## src/hdl/ble_pkg.sv

```systemverilog
`timescale 1ns / 1ps
// ----------------------------------------------------------------------------
// Ordered list engine package
// Operation codes, status codes and beat layout shared by the list engine.
// ----------------------------------------------------------------------------
package ble_pkg;

	localparam int OP_W     = 3;
	localparam int VALUE_W  = 32;
	localparam int POS_W    = 6;
	localparam int STATUS_W = 2;
	localparam int COUNT_W  = 6;

	// input beat: value, then position, padded to whole bytes
	localparam int S_DATA_W = 40;
	// output beat: status, count, entry (exactly five bytes)
	localparam int M_DATA_W = 40;

	localparam logic [OP_W-1:0] OP_ADD_FRONT = 3'd0;
	localparam logic [OP_W-1:0] OP_ADD_END   = 3'd1;
	localparam logic [OP_W-1:0] OP_INSERT    = 3'd2;
	localparam logic [OP_W-1:0] OP_DEL_FIRST = 3'd3;
	localparam logic [OP_W-1:0] OP_DEL_LAST  = 3'd4;
	localparam logic [OP_W-1:0] OP_SORT_UP   = 3'd5;
	localparam logic [OP_W-1:0] OP_SORT_DN   = 3'd6;
	localparam logic [OP_W-1:0] OP_READ_OUT  = 3'd7;

	localparam logic [STATUS_W-1:0] ST_OK    = 2'd0;
	localparam logic [STATUS_W-1:0] ST_FULL  = 2'd1;
	localparam logic [STATUS_W-1:0] ST_EMPTY = 2'd2;
	localparam logic [STATUS_W-1:0] ST_POS   = 2'd3;

endpackage

```

## src/hdl/bounded_list_engine_with_sort_unit.sv

```systemverilog
`timescale 1ns / 1ps
// ----------------------------------------------------------------------------
// Bounded ordered list engine with exchange sort
// Holds up to DEPTH signed words; add, insert, remove, sort and read out
// under a small sequencer around one list memory and one signed comparator.
// ----------------------------------------------------------------------------
//
// Channel  Dir  Handshake          Payload
// -------  ---  -----------------  -----------------------------------------
// s_*      in   s_tvalid/s_tready  s_tuser: op; s_tdata: value, position
// m_*      out  m_tvalid/m_tready  m_tdata: status, count, entry; m_tlast
//
// One beat is taken, then the block is busy until its last result beat
// leaves. Add/insert move each entry from the tail down to the target up
// one place (S_UP_RD, S_UP_WR) and then write the value (S_PUT); remove
// first moves entries down (S_DN_RD, S_DN_WR); sort makes one memory read
// and one compare per pair through the single read port; read-out reads
// each entry in turn. Every result beat waits in the output register until
// m_tready takes it, so a stalled sink lengthens the item by the stall. Reset
// clears count and sequencer; memory is not cleared, used only where written.
//
module bounded_list_engine_with_sort_unit #(
	parameter int DEPTH = 32
) (
	input  logic                           clk,
	input  logic                           arst_n,
	// slave side
	input  logic                           s_tvalid,
	output logic                           s_tready,
	input  logic [ble_pkg::S_DATA_W-1:0]   s_tdata,  // [31:0] value, [37:32] position
	input  logic [ble_pkg::OP_W-1:0]       s_tuser,  // [2:0] op
	// master side
	output logic                           m_tvalid,
	input  logic                           m_tready,
	output logic [ble_pkg::M_DATA_W-1:0]   m_tdata,  // [1:0] status, [7:2] count, [39:8] entry
	output logic                           m_tlast
);

	import ble_pkg::*;

	// count holds 0..DEPTH, index holds 0..DEPTH-1
	localparam int CW = $clog2(DEPTH + 1);
	localparam int IW = $clog2(DEPTH);
	// width that holds both a position and count plus one
	localparam int PW = ((CW > POS_W) ? CW : POS_W) + 1;

	// sequencer states
	localparam logic [3:0] S_IDLE     = 4'd0;
	localparam logic [3:0] S_DISPATCH = 4'd1;
	localparam logic [3:0] S_UP_RD    = 4'd2;
	localparam logic [3:0] S_UP_WR    = 4'd3;
	localparam logic [3:0] S_PUT      = 4'd4;
	localparam logic [3:0] S_DN_RD    = 4'd5;
	localparam logic [3:0] S_DN_WR    = 4'd6;
	localparam logic [3:0] S_SORT_LDI = 4'd7;
	localparam logic [3:0] S_SORT_LDA = 4'd8;
	localparam logic [3:0] S_SORT_RDJ = 4'd9;
	localparam logic [3:0] S_SORT_CMP = 4'd10;
	localparam logic [3:0] S_SORT_WRI = 4'd11;
	localparam logic [3:0] S_RO_RD    = 4'd12;
	localparam logic [3:0] S_RO_LOAD  = 4'd13;
	localparam logic [3:0] S_RESP     = 4'd14;
	localparam logic [3:0] S_OUT_WAIT = 4'd15;

	logic [3:0]                state_q;
	logic [OP_W-1:0]           op_q;
	logic signed [VALUE_W-1:0] value_q;
	logic [POS_W-1:0]          pos_q;
	logic [STATUS_W-1:0]       st_q;
	logic [CW-1:0]             cnt_q;   // live entry count
	logic [CW-1:0]             k_q;     // walking index for shifts and read-out
	logic [CW-1:0]             idx_q;   // insert target
	logic [CW-1:0]             i_q;     // sort outer index
	logic [CW-1:0]             j_q;     // sort inner index
	logic signed [VALUE_W-1:0] ai_q;    // running value of entry i during sort

	// list memory: one write and one registered read per cycle
	logic signed [VALUE_W-1:0] mem_q [DEPTH];
	logic signed [VALUE_W-1:0] rd_data_q;
	logic [IW-1:0]             mem_ra;
	logic [IW-1:0]             mem_wa;
	logic signed [VALUE_W-1:0] mem_wd;
	logic                      mem_we;

	// output register
	logic                      m_valid_q;
	logic [STATUS_W-1:0]       m_status_q;
	logic [COUNT_W-1:0]        m_count_q;
	logic signed [VALUE_W-1:0] m_entry_q;
	logic                      m_last_q;

	// shared signed comparator, used by the sort
	logic swap;
	always_comb begin
		if (op_q == OP_SORT_DN) begin
			swap = rd_data_q > ai_q;
		end else begin
			swap = ai_q > rd_data_q;
		end
	end

	// dispatch decode
	logic          full;
	logic          pos_bad;
	logic [CW-1:0] ins_idx;
	always_comb begin
		full    = (cnt_q == CW'(DEPTH));
		pos_bad = PW'(pos_q) > (PW'(cnt_q) + PW'(1));
		unique case (op_q)
			OP_ADD_FRONT: ins_idx = '0;
			OP_ADD_END:   ins_idx = cnt_q;
			default: begin
				if (pos_q == '0) begin
					ins_idx = '0;
				end else begin
					ins_idx = CW'(pos_q - POS_W'(1));
				end
			end
		endcase
	end

	// memory port steering
	always_comb begin
		mem_ra = k_q[IW-1:0];
		mem_wa = k_q[IW-1:0];
		mem_wd = rd_data_q;
		mem_we = 1'b0;
		unique case (state_q)
			S_UP_RD:    mem_ra = IW'(k_q - CW'(1));
			S_UP_WR:    mem_we = 1'b1;
			S_PUT: begin
				mem_wa = idx_q[IW-1:0];
				mem_wd = value_q;
				mem_we = 1'b1;
			end
			S_DN_RD:    mem_ra = IW'(k_q + CW'(1));
			S_DN_WR:    mem_we = 1'b1;
			S_SORT_LDI: mem_ra = i_q[IW-1:0];
			S_SORT_RDJ: mem_ra = j_q[IW-1:0];
			S_SORT_CMP: begin
				mem_wa = j_q[IW-1:0];
				mem_wd = ai_q;
				mem_we = swap;
			end
			S_SORT_WRI: begin
				mem_wa = i_q[IW-1:0];
				mem_wd = ai_q;
				mem_we = 1'b1;
			end
			default: ;
		endcase
	end

	always_ff @(posedge clk) begin
		if (mem_we) begin
			mem_q[mem_wa] <= mem_wd;
		end
		rd_data_q <= mem_q[mem_ra];
	end

	// handshake: the block takes a beat only when fully idle
	assign s_tready = (state_q == S_IDLE);
	assign m_tvalid = m_valid_q;
	assign m_tdata  = {m_entry_q, m_count_q, m_status_q};
	assign m_tlast  = m_last_q;

	always_ff @(posedge clk or negedge arst_n) begin
		if (!arst_n) begin
			state_q    <= S_IDLE;
			cnt_q      <= '0;
			m_valid_q  <= 1'b0;
			op_q       <= '0;
			value_q    <= '0;
			pos_q      <= '0;
			st_q       <= ST_OK;
			k_q        <= '0;
			idx_q      <= '0;
			i_q        <= '0;
			j_q        <= '0;
			ai_q       <= '0;
			m_status_q <= ST_OK;
			m_count_q  <= '0;
			m_entry_q  <= '0;
			m_last_q   <= 1'b0;
		end else begin
			unique case (state_q)
				S_IDLE: begin
					if (s_tvalid) begin
						op_q    <= s_tuser;
						value_q <= s_tdata[VALUE_W-1:0];
						pos_q   <= s_tdata[VALUE_W+POS_W-1:VALUE_W];
						st_q    <= ST_OK;
						state_q <= S_DISPATCH;
					end
				end
				S_DISPATCH: begin
					unique case (op_q)
						OP_ADD_FRONT, OP_ADD_END, OP_INSERT: begin
							// full wins over a bad position
							if (full) begin
								st_q    <= ST_FULL;
								state_q <= S_RESP;
							end else if (op_q == OP_INSERT && pos_bad) begin
								st_q    <= ST_POS;
								state_q <= S_RESP;
							end else begin
								k_q     <= cnt_q;
								idx_q   <= ins_idx;
								state_q <= (cnt_q > ins_idx) ? S_UP_RD : S_PUT;
							end
						end
						OP_DEL_FIRST: begin
							k_q <= '0;
							if (cnt_q == '0) begin
								st_q    <= ST_EMPTY;
								state_q <= S_RESP;
							end else if (cnt_q == CW'(1)) begin
								cnt_q   <= '0;
								state_q <= S_RESP;
							end else begin
								state_q <= S_DN_RD;
							end
						end
						OP_DEL_LAST: begin
							if (cnt_q == '0) begin
								st_q <= ST_EMPTY;
							end else begin
								cnt_q <= cnt_q - CW'(1);
							end
							state_q <= S_RESP;
						end
						OP_SORT_UP, OP_SORT_DN: begin
							i_q     <= '0;
							state_q <= (cnt_q > CW'(1)) ? S_SORT_LDI : S_RESP;
						end
						default: begin
							k_q <= '0;
							if (cnt_q == '0) begin
								st_q    <= ST_EMPTY;
								state_q <= S_RESP;
							end else begin
								state_q <= S_RO_RD;
							end
						end
					endcase
				end
				// move entries up one place, from the tail down to the target
				S_UP_RD: state_q <= S_UP_WR;
				S_UP_WR: begin
					k_q     <= k_q - CW'(1);
					state_q <= ((k_q - CW'(1)) > idx_q) ? S_UP_RD : S_PUT;
				end
				S_PUT: begin
					cnt_q   <= cnt_q + CW'(1);
					state_q <= S_RESP;
				end
				// move entries down one place, from the head up
				S_DN_RD: state_q <= S_DN_WR;
				S_DN_WR: begin
					k_q <= k_q + CW'(1);
					if ((CW+1)'(k_q) + (CW+1)'(2) < (CW+1)'(cnt_q)) begin
						state_q <= S_DN_RD;
					end else begin
						cnt_q   <= cnt_q - CW'(1);
						state_q <= S_RESP;
					end
				end
				// exchange sort: hold entry i in ai_q, sweep j past it
				S_SORT_LDI: state_q <= S_SORT_LDA;
				S_SORT_LDA: begin
					ai_q    <= rd_data_q;
					j_q     <= i_q + CW'(1);
					state_q <= S_SORT_RDJ;
				end
				S_SORT_RDJ: state_q <= S_SORT_CMP;
				S_SORT_CMP: begin
					if (swap) begin
						ai_q <= rd_data_q;
					end
					if ((CW+1)'(j_q) + (CW+1)'(1) < (CW+1)'(cnt_q)) begin
						j_q     <= j_q + CW'(1);
						state_q <= S_SORT_RDJ;
					end else begin
						state_q <= S_SORT_WRI;
					end
				end
				S_SORT_WRI: begin
					if ((CW+1)'(i_q) + (CW+1)'(2) < (CW+1)'(cnt_q)) begin
						i_q     <= i_q + CW'(1);
						state_q <= S_SORT_LDI;
					end else begin
						state_q <= S_RESP;
					end
				end
				// read-out, one entry per beat
				S_RO_RD: state_q <= S_RO_LOAD;
				S_RO_LOAD: begin
					m_valid_q  <= 1'b1;
					m_status_q <= ST_OK;
					m_count_q  <= COUNT_W'(cnt_q);
					m_entry_q  <= rd_data_q;
					m_last_q   <= ((CW+1)'(k_q) + (CW+1)'(1)) == (CW+1)'(cnt_q);
					state_q    <= S_OUT_WAIT;
				end
				S_RESP: begin
					m_valid_q  <= 1'b1;
					m_status_q <= st_q;
					m_count_q  <= COUNT_W'(cnt_q);
					m_entry_q  <= '0;
					m_last_q   <= 1'b1;
					state_q    <= S_OUT_WAIT;
				end
				S_OUT_WAIT: begin
					if (m_tready) begin
						m_valid_q <= 1'b0;
						if (m_last_q) begin
							state_q <= S_IDLE;
						end else begin
							k_q     <= k_q + CW'(1);
							state_q <= S_RO_RD;
						end
					end
				end
				default: state_q <= S_IDLE;
			endcase
		end
	end

	// ------------------------------------------------------------------
	// assertions
	// ------------------------------------------------------------------
	a_idle_no_result: assert property (@(posedge clk) disable iff (!arst_n)
		s_tready |-> !m_tvalid)
		else $error("input taken while a result beat is pending");

	a_count_bound: assert property (@(posedge clk) disable iff (!arst_n)
		cnt_q <= CW'(DEPTH))
		else $error("entry count beyond DEPTH");

	a_status_final: assert property (@(posedge clk) disable iff (!arst_n)
		(m_tvalid && m_status_q != ST_OK) |-> (m_tlast && m_entry_q == '0))
		else $error("error status not on a final zero-entry beat");

	a_busy_after_take: assert property (@(posedge clk) disable iff (!arst_n)
		(s_tvalid && s_tready) |=> !s_tready)
		else $error("ready stayed high after taking a beat");

	a_idle_after_last: assert property (@(posedge clk) disable iff (!arst_n)
		(m_tvalid && m_tready && m_tlast) |=> s_tready)
		else $error("not idle after the final result beat");

endmodule
```

## config.mk

```make
export PLATFORM = sky130hd
export DESIGN_NAME = bounded_list_engine_with_sort_unit
export DESIGN_NICKNAME = d
export VERILOG_FILES = /design/src/hdl/ble_pkg.sv /design/src/hdl/bounded_list_engine_with_sort_unit.sv
export SDC_FILE = /design/constraint.sdc
export NUM_CORES = 2
export LEC_CHECK = 0
export BUFFER_PORTS_ARGS = -buffer_cell sky130_fd_sc_hd__buf_2
export CORE_MARGIN = 5
export CORE_UTILIZATION = 49
export CTS_CLUSTER_DIAMETER = 60
export CTS_CLUSTER_SIZE = 16
export DETAILED_ROUTE_END_ITERATION = 16
export SYNTH_ARGS = -nofsm -noshare
export SYNTH_HDL_FRONTEND = slang
export SYNTH_SLANG_ARGS = --single-unit
```

## constraint.sdc

```tcl
create_clock -name clk -period 10 [get_ports clk]
set_input_delay 1.5 -clock clk [delete_from_list [all_inputs] [get_ports clk]]
set_output_delay 1.5 -clock clk [all_outputs]
set_load 0.01 [all_outputs]
```

==> flow_summary.rst <==
.. list-table::
   :header-rows: 1

   * - Metric
     - Value
   * - Root Driver
     - sky130_fd_sc_hd__clkbuf_16
   * - Standard-cell rows
     - 117
   * - Via count of the first global-routing pass
     - 29288
   * - Grt total ovfl
     - 0
   * - Setup ws final
     - 4710 ps
   * - Setup slack, reg-to-reg
     - 4710 ps
   * - Tot Pwr
     - 19.7 mW
   * - Via count normalized by instance count
     - 5.92
   * - Number of detailed-routing iterations run before antenna repair
     - 5
   * - Detailed-route wire length per cell
     - 25.4 µm
   * - Summed negative setup slack over all endpoints
     - 0 ps
   * - Count of mapped cells out of synthesis
     - 3715
   * - Leakage power of the design
     - 19.6 nW
   * - Number of cells traversed by the worst register-to-register path
     - 11
   * - Worst hold-check slack
     - 472 ps
   * - Post-synth net total
     - 3841
   * - Arrival time worst endpoint
     - 5860 ps
   * - Final-report hold violation count
     - 0
   * - Area of the core
     - 0.102 mm²
   * - Critical path data required time
     - 10560 ps
   * - Seq/Total Area, Yosys
     - 0.698
   * - Hold depth
     - 2
   * - Clock network power share
     - 0.196
   * - WHS Endpoint
     - m_count_q[0]$_DFFE_PN0P_
   * - Detail Route Antenna Nets
     - 0
   * - Ant. Diodes
     - 0
   * - Internal
     - 11.7 mW
   * - Post-route standard cell area excluding fillers
     - 0.0558 mm²
   * - Buffers from clock root to sink, at most
     - 3
   * - Post-layout net count
     - 3894
   * - Vias post-DR
     - 30885
   * - Most instantiated flip-flop cell in the synthesis netlist
     - sky130_fd_sc_hd__edfxtp_1
   * - Warning count from the yosys run
     - 0
   * - Die span in y
     - 331 µm
   * - Global router's overall resource usage
     - 0.241
   * - Die area
     - 0.109 mm²
   * - Half-perimeter wire length after detailed placement
     - 71900 µm
   * - Count of cells resized by post-cts repair
     - 0
   * - Power per cell area
     - 353 mW/mm²
   * - Yosys reg bits
     - 1207
   * - Synthesized area
     - 0.0504 mm²
   * - Switching Share
     - 0.403
   * - Signed area change from the synthesized netlist to the final layout
     - 10.7%
   * - Element type at the critical path end
     - flop
   * - # DRC
     - 0
   * - Post-CTS clock slew at the launch and capture registers of the worst setup and hold paths
     - 70 ps
   * - Highest clock rate
     - 189 MHz
   * - Worst min-delay path category
     - reg -> reg
   * - Worst clock skew
     - 37.5 ps
   * - Post-route fraction of the period consumed by the critical path
     - 0.529
   * - Quantity of I/O buffers inserted on ports
     - 87
   * - Proportion of power drawn by combinational gates
     - 0.424
   * - Setup slack after placement
     - 4870 ps
   * - H-tree level count
     - 3
   * - Crit path max fanout
     - 187
   * - Initial cell density of the core
     - 0.494
   * - Net switching power
     - 7.93 mW
   * - CTS tree
     - built
   * - Crit-path cells
     - inv_1, ha_1, or3_1, a21oi_1, a221o_4, buf_12, buf_4, nand2_1, a32oi_1, a31oi_1, a2111oi_2
   * - Post-synth EDFFs
     - 1024
   * - # clock sinks
     - 1207
   * - Pin count of the biggest net entering global routing
     - 188
   * - Outcome
     - finished clean
   * - Worst Setup Path Type
     - reg -> reg
   * - Proportion of register bits with asynchronous set or reset after synthesis
     - 0.125
   * - Slew margin rel.
     - 0.0906
   * - Routability congestion estimate from global placement
     - 0.860
   * - Final setup fails
     - 0
   * - Hold buffers post-CTS
     - 0
   * - Max Cap Violations
     - 0
   * - Die span in x
     - 331 µm
   * - DRC marker count from the first detailed-route iteration
     - 3108
   * - Relative contribution of sequential cells to total power
     - 0.380
   * - Initial antenna violation count
     - 0
   * - Startpoint of the worst-slack reg-to-reg timing path
     - k_q[0]$_DFFE_PN0P_
   * - Post-CTS setup buffers
     - 0
   * - Endpoint of the lowest-slack register-to-register path
     - rd_data_q[8]$_DFF_P_
   * - Worst Min Path Start
     - m_count_q[0]$_DFFE_PN0P_
   * - Worst-skew pair later-pin latency
     - 690 ps
   * - Ratio of cells with drive above 1 in the final layout
     - 0.136
   * - Post-layout minimum cycle time
     - 5290 ps
   * - Cell Area, Placed
     - 0.0526 mm²
   * - Pin slew with the least headroom to its limit
     - 1360 ps
   * - Total of fill cells in the finished design
     - 8335
   * - Post-Syn Area per Cell
     - 13.6 µm²
   * - Delay of the slowest cell on the worst path
     - 730 ps
   * - Final max-slew violation count
     - 0
   * - Synth unique cells
     - 71
   * - TritonCTS Buffers
     - 97
   * - Worst-case vdd ir drop
     - 0.347 mV
   * - RSZ-0062 raised after global routing
     - no
   * - Final WL
     - 133000 µm
   * - Count of pins on the block boundary
     - 90
   * - Cell type of the slowest stage on the worst timing path
     - sky130_fd_sc_hd__buf_4
   * - Nature of the critical path startpoint
     - flop
   * - Global-route wire length before repair
     - 195000 µm
[cells in the mapped netlist (4+ instances only)]
cell	n	area share
sky130_fd_sc_hd__o21ai_0	155	0.015
sky130_fd_sc_hd__nand2_1	794	0.059
sky130_fd_sc_hd__buf_6	4	0.00089
sky130_fd_sc_hd__a211oi_1	67	0.010
sky130_fd_sc_hd__buf_2	83	0.0082
sky130_fd_sc_hd__a31oi_1	108	0.013
sky130_fd_sc_hd__ha_1	79	0.020
sky130_fd_sc_hd__a21boi_0	4	0.00060
sky130_fd_sc_hd__a211o_1	4	0.00070
sky130_fd_sc_hd__edfxtp_1	1024	0.61
sky130_fd_sc_hd__o22ai_1	40	0.0050
sky130_fd_sc_hd__a22o_1	67	0.012
sky130_fd_sc_hd__mux2_2	44	0.0098
sky130_fd_sc_hd__a22oi_1	45	0.0067
sky130_fd_sc_hd__nor2_1	55	0.0041
sky130_fd_sc_hd__nand4_1	14	0.0017
sky130_fd_sc_hd__inv_1	61	0.0045
sky130_fd_sc_hd__buf_1	10	0.00074
sky130_fd_sc_hd__mux2_1	30	0.0067
sky130_fd_sc_hd__nor3_1	44	0.0044
sky130_fd_sc_hd__nand3b_1	4	0.00060
sky130_fd_sc_hd__a32oi_1	66	0.011
sky130_fd_sc_hd__xnor2_1	23	0.0040
sky130_fd_sc_hd__a21o_1	9	0.0013
sky130_fd_sc_hd__dfxtp_1	32	0.013
sky130_fd_sc_hd__o211ai_1	5	0.00074
sky130_fd_sc_hd__or3_1	4	0.00050
sky130_fd_sc_hd__and3_1	4	0.00050
sky130_fd_sc_hd__a21oi_1	53	0.0053
sky130_fd_sc_hd__mux4_2	33	0.015
sky130_fd_sc_hd__nand3_1	158	0.016
sky130_fd_sc_hd__and2_1	71	0.0088
sky130_fd_sc_hd__nor2b_1	14	0.0017
sky130_fd_sc_hd__dfrtp_1	151	0.075
sky130_fd_sc_hd__o21ai_1	33	0.0033
sky130_fd_sc_hd__xor2_1	12	0.0021
sky130_fd_sc_hd__buf_4	31	0.0046
sky130_fd_sc_hd__nor4_1	4	0.00050
sky130_fd_sc_hd__mux2i_1	70	0.014
sky130_fd_sc_hd__nand2b_1	12	0.0015
sky130_fd_sc_hd__clkbuf_1	106	0.0079
sky130_fd_sc_hd__a2111oi_2	32	0.0095
sky130_fd_sc_hd__o21a_1	7	0.0010
[per-layer routing]
layer / part of all wire / wire length, µm / track usage
met2: 0.48 / 63300 / 0.393
met3: 0.070 / 9300 / 0.0388
met5: 0 / 0 / 0
met1: 0.43 / 56900 / 0.342
met4: 0.025 / 3270 / 0.0652
[per-stage QoR]
step                std cells   util
floorplan                3715      -
global placement         5037  0.515
detailed placement       5037  0.515
CTS                      5218  0.547
global route             5218  0.547
finish                   5218  0.547
[power groups by stage]
stage / combinational, mW / clock, mW / sequential [mW]
2_1_floorplan: 5.81 / 0 / 7.42
3_3_place_gp: 8.24 / 0 / 7.55
3_5_place_dp: 8.31 / 0 / 7.56
4_1_cts: 8.33 / 3.94 / 7.45
5_1_grt: 9.17 / 4.14 / 7.51
6_report: 8.35 / 3.86 / 7.47
[critical path, delay by kind of cell, from the launching register on]
kind / cells / cell delay [ps]
AOI/OAI and AO/OA: 5 / 1590
adders and majority gates: 1 / 460
buffers and inverters: 3 / 1450
DFF: 1 / 680
and+or+nand+nor: 2 / 460
[how the worst max path moves through the flow]
stage                               from  depth (start not counted)                    end
floorplan           ai_q[14]$_DFFE_PN0P_                         10  mem_q[0][0]$_DFFE_PP_
global placement      k_q[0]$_DFFE_PN0P_                         11   rd_data_q[8]$_DFF_P_
detailed placement    k_q[0]$_DFFE_PN0P_                         11   rd_data_q[8]$_DFF_P_
CTS                   k_q[0]$_DFFE_PN0P_                         11   rd_data_q[8]$_DFF_P_
global route          k_q[0]$_DFFE_PN0P_                         11   rd_data_q[8]$_DFF_P_
finish                k_q[0]$_DFFE_PN0P_                         11   rd_data_q[8]$_DFF_P_
[logic make-up (layout without fill, tap and decap cells)]
kind of cell / Yosys count / in the layout / share of synthesized area
adders and majority gates: 79 / 79 / 0.0196
and+or+nand+nor: 1194 / 1194 / 0.102
DFF: 1207 / 1207 / 0.698
muxes: 177 / 177 / 0.0452
xor gates and xnor gates: 35 / 35 / 0.00608
AOI/OAI and AO/OA: 726 / 726 / 0.102
buffers and inverters: 297 / 432 / 0.0271
[layout make-up]
class	instances	area [µm²]	area share
Clock inverter	38	415	0.00745
Timing Repair Buffer	189	1270	0.0228
Multi-Input combinational cell	2211	14200	0.255
Sequential cell	1207	35200	0.631
Clock buffer	143	2770	0.0496
Tap cell	1368	1710	0.0307
Inverter	62	233	0.00417
[sequential cells by signal, summed over array words and instances, names as in the netlist]
register    flops
ai_q           32
m_tvalid        1
m_entry_q      32
cnt_q           6
idx_q           6
mem_q        1024
value_q        32
pos_q           6
m_tlast         1
op_q            3
m_count_q       6
st_q            2
i_q             6
j_q             6
state_q         4
rd_data_q      32
k_q             6
m_status_q      2
[cell usage in the layout (no fill, tap or decap), types with 67 or more instances in the layout]
master and n:
sky130_fd_sc_hd__ha_1 79, sky130_fd_sc_hd__mux2i_1 70, sky130_fd_sc_hd__buf_2 86, sky130_fd_sc_hd__edfxtp_1 1024, sky130_fd_sc_hd__buf_4 97, sky130_fd_sc_hd__a211oi_1 67
sky130_fd_sc_hd__nand2_1 790, sky130_fd_sc_hd__dfrtp_1 151, sky130_fd_sc_hd__a22o_1 67, sky130_fd_sc_hd__nand3_1 158, sky130_fd_sc_hd__clkbuf_16 101, sky130_fd_sc_hd__o21ai_0 124
sky130_fd_sc_hd__and2_1 69, sky130_fd_sc_hd__a31oi_1 108
Note: power is estimated with default switching activity, not from simulation.
